===== src/hw/rtl/chm_pkg.sv =====
`default_nettype none
package chm_pkg;
  localparam int NumBuckets = 16;
  localparam int NumNodes   = 64;
  localparam int KeyBits    = 32;
  localparam int ValueBits  = 32;
  localparam int BktW  = $clog2(NumBuckets);
  localparam int NodeW = $clog2(NumNodes);
  localparam int LinkW = $clog2(NumNodes + 1);
  localparam int CntW  = 7;
  localparam logic [LinkW-1:0] NullLink = LinkW'(NumNodes);
  localparam int QDepth = 2;

  typedef enum logic [1:0] {
    CMD_PUT = 2'd0,
    CMD_GET = 2'd1,
    CMD_DEL = 2'd2,
    CMD_NOP = 2'd3
  } cmd_e;

  typedef struct packed {
    logic [1:0]  cmd;
    logic [31:0] key;
    logic [31:0] value;
  } in_item_t;

  typedef struct packed {
    logic        found;
    logic [31:0] value_out;
    logic        full_res;
    logic [6:0]  entry_count;
  } out_item_t;

  // Classified item passed from front to back.
  typedef struct packed {
    cmd_e              cmd;
    logic [KeyBits-1:0]   key;
    logic [ValueBits-1:0] value;
    logic [BktW-1:0]      bkt;
  } work_t;

  typedef enum logic [2:0] {
    ST_IDLE,
    ST_HEAD,
    ST_READ,
    ST_CMP,
    ST_UPD,
    ST_DONE
  } bk_state_e;
endpackage
`default_nettype wire


===== src/hw/rtl/chm_front.sv =====
`default_nettype none
module chm_front (
  input  wire logic             clk,
  input  wire logic             rst_n,
  input  wire logic             start,
  output logic                  busy,
  input  wire chm_pkg::in_item_t in_item,
  output logic                  q_valid,
  output chm_pkg::work_t        q_data,
  input  wire logic             q_pop,
  input  wire logic             back_busy
);
  import chm_pkg::*;

  work_t            q_r [QDepth];
  logic [1:0]       cnt_r, cnt_nxt;
  logic             push;
  work_t            w;

  // Only one item is in the block at a time; queue decouples timing.
  assign busy    = (cnt_r != 2'd0) || back_busy;
  assign push    = start && !busy;
  assign q_valid = (cnt_r != 2'd0);
  assign q_data  = q_r[0];

  always_comb begin
    w.cmd   = cmd_e'(in_item.cmd);
    w.key   = in_item.key[KeyBits-1:0];
    w.value = in_item.value[ValueBits-1:0];
    w.bkt   = in_item.key[BktW-1:0];
  end

  always_comb begin
    cnt_nxt = cnt_r + 2'(push) - 2'(q_pop);
  end

  always_ff @(posedge clk) begin
    if (!rst_n) begin
      cnt_r <= 2'd0;
    end else begin
      cnt_r <= cnt_nxt;
    end
  end

  always_ff @(posedge clk) begin
    if (q_pop) q_r[0] <= q_r[1];
    if (push) begin
      if (q_pop && cnt_r == 2'd1) q_r[0] <= w;
      else if (cnt_r == 2'd0) q_r[0] <= w;
      else q_r[1] <= w;
    end
  end

`ifndef ASSERT_OFF
  a_no_overflow: assert property (@(posedge clk) disable iff (!rst_n)
    push |-> cnt_r != 2'd2) else $error("queue overflow");
  a_pop_valid: assert property (@(posedge clk) disable iff (!rst_n)
    q_pop |-> q_valid) else $error("pop of empty queue");
  a_busy_cnt: assert property (@(posedge clk) disable iff (!rst_n)
    push |=> busy) else $error("busy not raised after accept");
`endif
endmodule
`default_nettype wire


===== config.mk =====
export PLATFORM = sky130hd
export DESIGN_NAME = chm_front
export DESIGN_NICKNAME = d
export VERILOG_FILES = /design/src/hw/rtl/chm_pkg.sv /design/src/hw/rtl/chm_front.sv
export SDC_FILE = /design/constraint.sdc
export NUM_CORES = 1
export LEC_CHECK = 0
export BUFFER_PORTS_ARGS = -buffer_cell sky130_fd_sc_hd__buf_2
export CAP_MARGIN = 20
export CORE_AREA = 4 4 122 124
export DETAILED_ROUTE_END_ITERATION = 16
export DIE_AREA = 0 0 126 128
export SYNTH_ARGS = -nofsm -noshare
export SYNTH_HDL_FRONTEND = slang
export SYNTH_SLANG_ARGS = --single-unit

===== constraint.sdc =====
create_clock -name clk -period 3 [get_ports clk]
set_input_delay 0.6 -clock clk [delete_from_list [all_inputs] [get_ports clk]]
set_output_delay 0.6 -clock clk [all_outputs]
set_load 0.02 [all_outputs]

Word level (Yosys, flattened, before mapping). Memories as Yosys holds them, arrays and structs flattened. Index checks and enable logic that the tools add are counted.

Output and inout port bits: 72. Memory bits (writable): 140. Logic and storage cells: 32. Memories kept: 1. Bits in registers: 2. Input bits: 71.

Memory list: q_r (words 2, width 70, read ports 2, clocked after Yosys merged registers in 0, write ports 1, line chm_front.sv:15) `work_t q_r [QDepth];`.

Add/sub/neg operators: 2. Reduce and logical (&&, ||, !) cells: 7. Mux-type cells: 18. Bitwise gates (word level): 2. Eq/ne operators: 1.

Operators by type and width (number): $mux W70 (3); $reduce_or A70 Y1 (1); $mux W1 (15); $add A2 B1 Y2 (1); $eq A2 B1 Y1 const B (1); $logic_and A1 B1 Y1 (2); $logic_not A2 Y1 (1); $or A1 B1 Y1 (2); $reduce_bool A2 Y1 (1); $sub A2 B1 Y2 (1); $logic_not A1 Y1 (1); $logic_or A1 B1 Y1 (1).

Depth between registers and ports, before layout.
Depth in word-level cells: 9. Gate-level depth with buffers: 7. Mapped depth without buffers: 5.

Least setup slack after synthesis. Ideal clock, no wire load.

Path kind: in2reg. Start point: input back_busy. End point: memory q_r[0][10] in the netlist's numbering (enable). Required time: 2.605 ns. Buffers on the path: 2. Setup time: 0.395 ns. Data arrival time: 2.131 ns. Path slack: 0.474 ns. Cell stages on the path: 4. Cells stage by stage: nor4b_4 -> buf_4 -> buf_4 -> or2_2.

Longest elaborated chain between the ends: 8. Elaborated cells between the ends (all ways): 14. Those cells by class: mux (8); bitwise (2); reduce/logical (4).

Ends and longest elaborated chain: start: declaration (line chm_front.sv:11) `input wire logic back_busy`; $logic_or A1 B1 Y1 * (line chm_front.sv:21) `assign busy = (cnt_r != 2'd0) || back_busy;`; $logic_not A1 Y1 * (line chm_front.sv:22) `assign push = start && !busy;`; $logic_and A1 B1 Y1 * (line chm_front.sv:22); branches (longest 5 deep; another with $reduce_or A70 Y1); end: declaration (line chm_front.sv:15).

Every way passes the cells marked *.

Worst setup path after layout.
Start point: register cnt_r[0]. End point: output busy.

Longest elaborated chain between the ends: 2.

Ends and longest elaborated chain: start: declaration (line chm_front.sv:16) `logic [1:0] cnt_r, cnt_nxt;`; start signal: assignment (line chm_front.sv:41) `cnt_r <= cnt_nxt;`; $reduce_bool A2 Y1 (line chm_front.sv:21); $logic_or A1 B1 Y1 (line chm_front.sv:21); end: declaration (line chm_front.sv:6) `output logic busy,`.

No other way between the ends.

==> metrics.csv <==
stage,metric,value,unit
place,gpl congestion,0.7347,
pwr,Pwr Total,0.004961,W
hold_path,Hold Path Class,in -> reg,
clock_tree,clock tree buffer depth,2,
pwr,Worst IR Drop VDD,0.0003063,V
run_status,status,"finished, final reports clean",
floorplan,Die ar.,16130,µm²
final_layout,fin area,6651,µm²
place,DP Area,6081,µm²
route,Starting DRT DRC Count,158,
final_layout,Nets,513,
logic_synthesis,Mapped Area,5430,µm²
setup_path,CP arrival,1.30,ns
clock_tree,CTS tree,done,
clock_tree,TritonCTS Buffers,17,
clock_tree,post-cts hold buffer count,0,
route,Via Count,2623,
timing,Max Clock Skew,0.005867,ns
setup_path,type of destination of the critical path,output pin,
logic_synthesis,post-synthesis register bit count,134,
run,max-cap viol count,0,
clock_tree,register clock-pin slew on the reported worst setup and hold paths,0.06,ns
final_layout,Fill cells,1270,
pwr,Power Dens Cells,745.9,nW/µm²
timing,"Hold Vio Cnt, Final",0,
clock_tree,Sink Count,134,
setup_path,capture point of the worst path,busy,
timing,final worst setup slack,1.096,ns
timing,maximum clock rate,0.5252,GHz
route,DRT Pass-1 Iters,4,
final_layout,share of layout cells above drive strength 1,0.4890,
clock_tree,worst skew pair latency,0.40,ns
setup_path,"Max FO, Critical Path",6,
final_layout,# diodes,0,
clock_tree,post-CTS sizing,0,
setup_path,Crit-path slowest cell,dfxtp_1,
setup_path,worst path cell trace,or3_1 > buf_2,
timing,unrepaired setup endpoints after global routing,false,
floorplan,Rows,43,
place,DP HPWL,5938,µm
clock_tree,CTS root buf,clkbuf_16,
timing,Period minus WS final,1.904,ns
logic_synthesis,register area share after synthesis,0.7373,
floorplan,Initial Utilization,0.3943,
global_route,largest net degree at the start of global routing,68,
route,drt via density,4.137,
global_route,initial antenna violation count,1,
route,number of remaining DRC errors,0,
final_layout,area growth from synthesis to layout,22.49,%
setup_path,worst setup path class,reg -> out,
logic_synthesis,Mapped Cells,290,
global_route,global route overflow,0,
logic_synthesis,Synthesis Warnings,0,
timing,Final setup viols,0,
clock_tree,number of H-tree levels,4,
logic_synthesis,Syn Area/Cell,18.72,µm²
floorplan,die height,128,µm
global_route,global-route wire length before repair,13740,µm
global_route,Total Routing Usage GR,0.1116,
final_layout,final non-filler cell total,634,
place,pre-CTS WS,0.7639,ns
timing,Slew Limit Fails,0,
route,post-route ant nets,0,
setup_path,Crit path required time,2.40,ns
floorplan,Top-Level Pins,143,
setup_path,FF-to-FF End,cnt_r[0]$_SDFF_PN0_,
clock_tree,Post-CTS Setup Bufs,0,
route,WL/cell,13.76,µm
floorplan,Die X,126,µm
setup_path,CP Launch Type,register,
floorplan,core area,13770,µm²
timing,Final TNS setup,0,ns
setup_path,Reg2Reg Launch Point,cnt_r[0]$_SDFF_PN0_,
global_route,number of global-route vias before repair,2750,
setup_path,critical path startpoint,cnt_r[0]$_SDFF_PN0_,
setup_path,worst r2r path cells,6,
pwr,P_leak,2.677,nW
logic_synthesis,Yosys cell types,18,
place,Placed Cells,602,
timing,final period utilization,0.6347,
place,IO buf count,142,
setup_path,"Largest stage delay, worst path",0.38,ns
setup_path,r2r setup slk,1.10,ns
route,Post-Route WL,8723,µm
-- cell usage after synthesis (all sizes together) --
library cell / count / area (µm²)
and2: 1 / 6.260
nor4b: 1 / 23.77
or2: 2 / 12.51
nand3: 1 / 5.000
edfxtp: 132 / 3964
inv: 1 / 3.750
mux2: 66 / 743.2
a21bo: 1 / 10.01
ha: 1 / 12.51
or3: 1 / 6.260
dfxtp: 2 / 40.04
conb: 1 / 3.750
buf: 77 / 571.8
mux2i: 1 / 10.01
xnor2: 2 / 17.52
-- cell type report --
type	count	area, µm²	area share
Clock buffer	19	432.9	0.06509
Tap cell	180	225.2	0.03386
Inverter	1	3.754	0.0005643
Multi-Input combinational cell	143	1097	0.1650
Sequential cell	134	4004	0.6020
Timing Repair Buffer	144	750.7	0.1129
Clock inverter	13	137.6	0.02069
-- critical path: cells and delay by family (launching register included) --
| kind | cells | cell delay, ns |
|---|---|---|
| simple gates | 1 | 0.36 |
| flops | 1 | 0.38 |
| buf+inv | 1 | 0.16 |
-- sequential cells by signal (all words and copies together), names as in the netlist --
name / count
cnt_r: 2
q_r: 132
-- per-layer routing --
| layer | up-vias | wire [µm] | share of wire | track usage |
|---|---|---|---|---|
| met5 | - | 11 | 0.0013 | 0 |
| met4 | 2 | 156 | 0.018 | 0.05678 |
| met3 | 13 | 692 | 0.079 | 0.05250 |
| met2 | 95 | 4283 | 0.49 | 0.1765 |
| met1 | 1261 | 3579 | 0.41 | 0.1273 |
| li1 | 1252 | - | - | - |
-- power breakdown --
part	total [W]	internal [W]	switching, W
registers	0.00236	0.00230	0.0000596
logic	0.000601	0.000248	0.000354
clock network	0.00200	0.00129	0.000713
total	0.00496	0.00383	0.00113
-- placed cells by master, fill, tap and decap left out, types with 2 or more instances in the layout --
| master | count |
|---|---|
| mux2_2 | 48 |
| xnor2_1 | 2 |
| clkinv_1 | 4 |
| dfxtp_1 | 2 |
| clkinv_2 | 5 |
| buf_2 | 142 |
| conb_1 | 66 |
| mux2_1 | 18 |
| buf_12 | 2 |
| clkbuf_1 | 2 |
| bufinv_16 | 3 |
| edfxtp_1 | 132 |
| clkbuf_16 | 17 |
-- cell families after synthesis --
family                     share of synthesized area
DFF                                           0.7373
buffers and inverters                         0.1060
muxes                                         0.1387
and+or+nand+nor                             0.009908
xor gates and xnor gates                    0.003226
adders and majority gates                   0.002304
other                                      0.0006906
AOI/OAI and AO/OA                           0.001843
-- stage by stage --
stage | util | hold WS [ns]
after floorplan | - | 0.5013
after global placement | 0.4415 | 0.5060
after detailed placement | 0.4415 | 0.5139
after CTS | 0.4829 | 0.3508
after global routing | 0.4829 | 0.3577
final | 0.4829 | 0.3793
-- worst min-delay path by stage --
stage	start	to	slack, ns	cells after the start
4_1_cts	in_item[65]	q_r[0][139]$_DFFE_PP_	0.35	1
2_1_floorplan	q_r[0][121]$_DFFE_PP_	q_r[0][51]$_DFFE_PP_	0.50	1
6_report	in_item[65]	q_r[0][139]$_DFFE_PP_	0.38	1
5_1_grt	in_item[38]	q_r[0][112]$_DFFE_PP_	0.36	1
3_5_place_dp	q_r[0][124]$_DFFE_PP_	q_r[0][54]$_DFFE_PP_	0.51	1
3_3_place_gp	q_r[0][128]$_DFFE_PP_	q_r[0][58]$_DFFE_PP_	0.51	1
(Power assumes the default switching activity.)
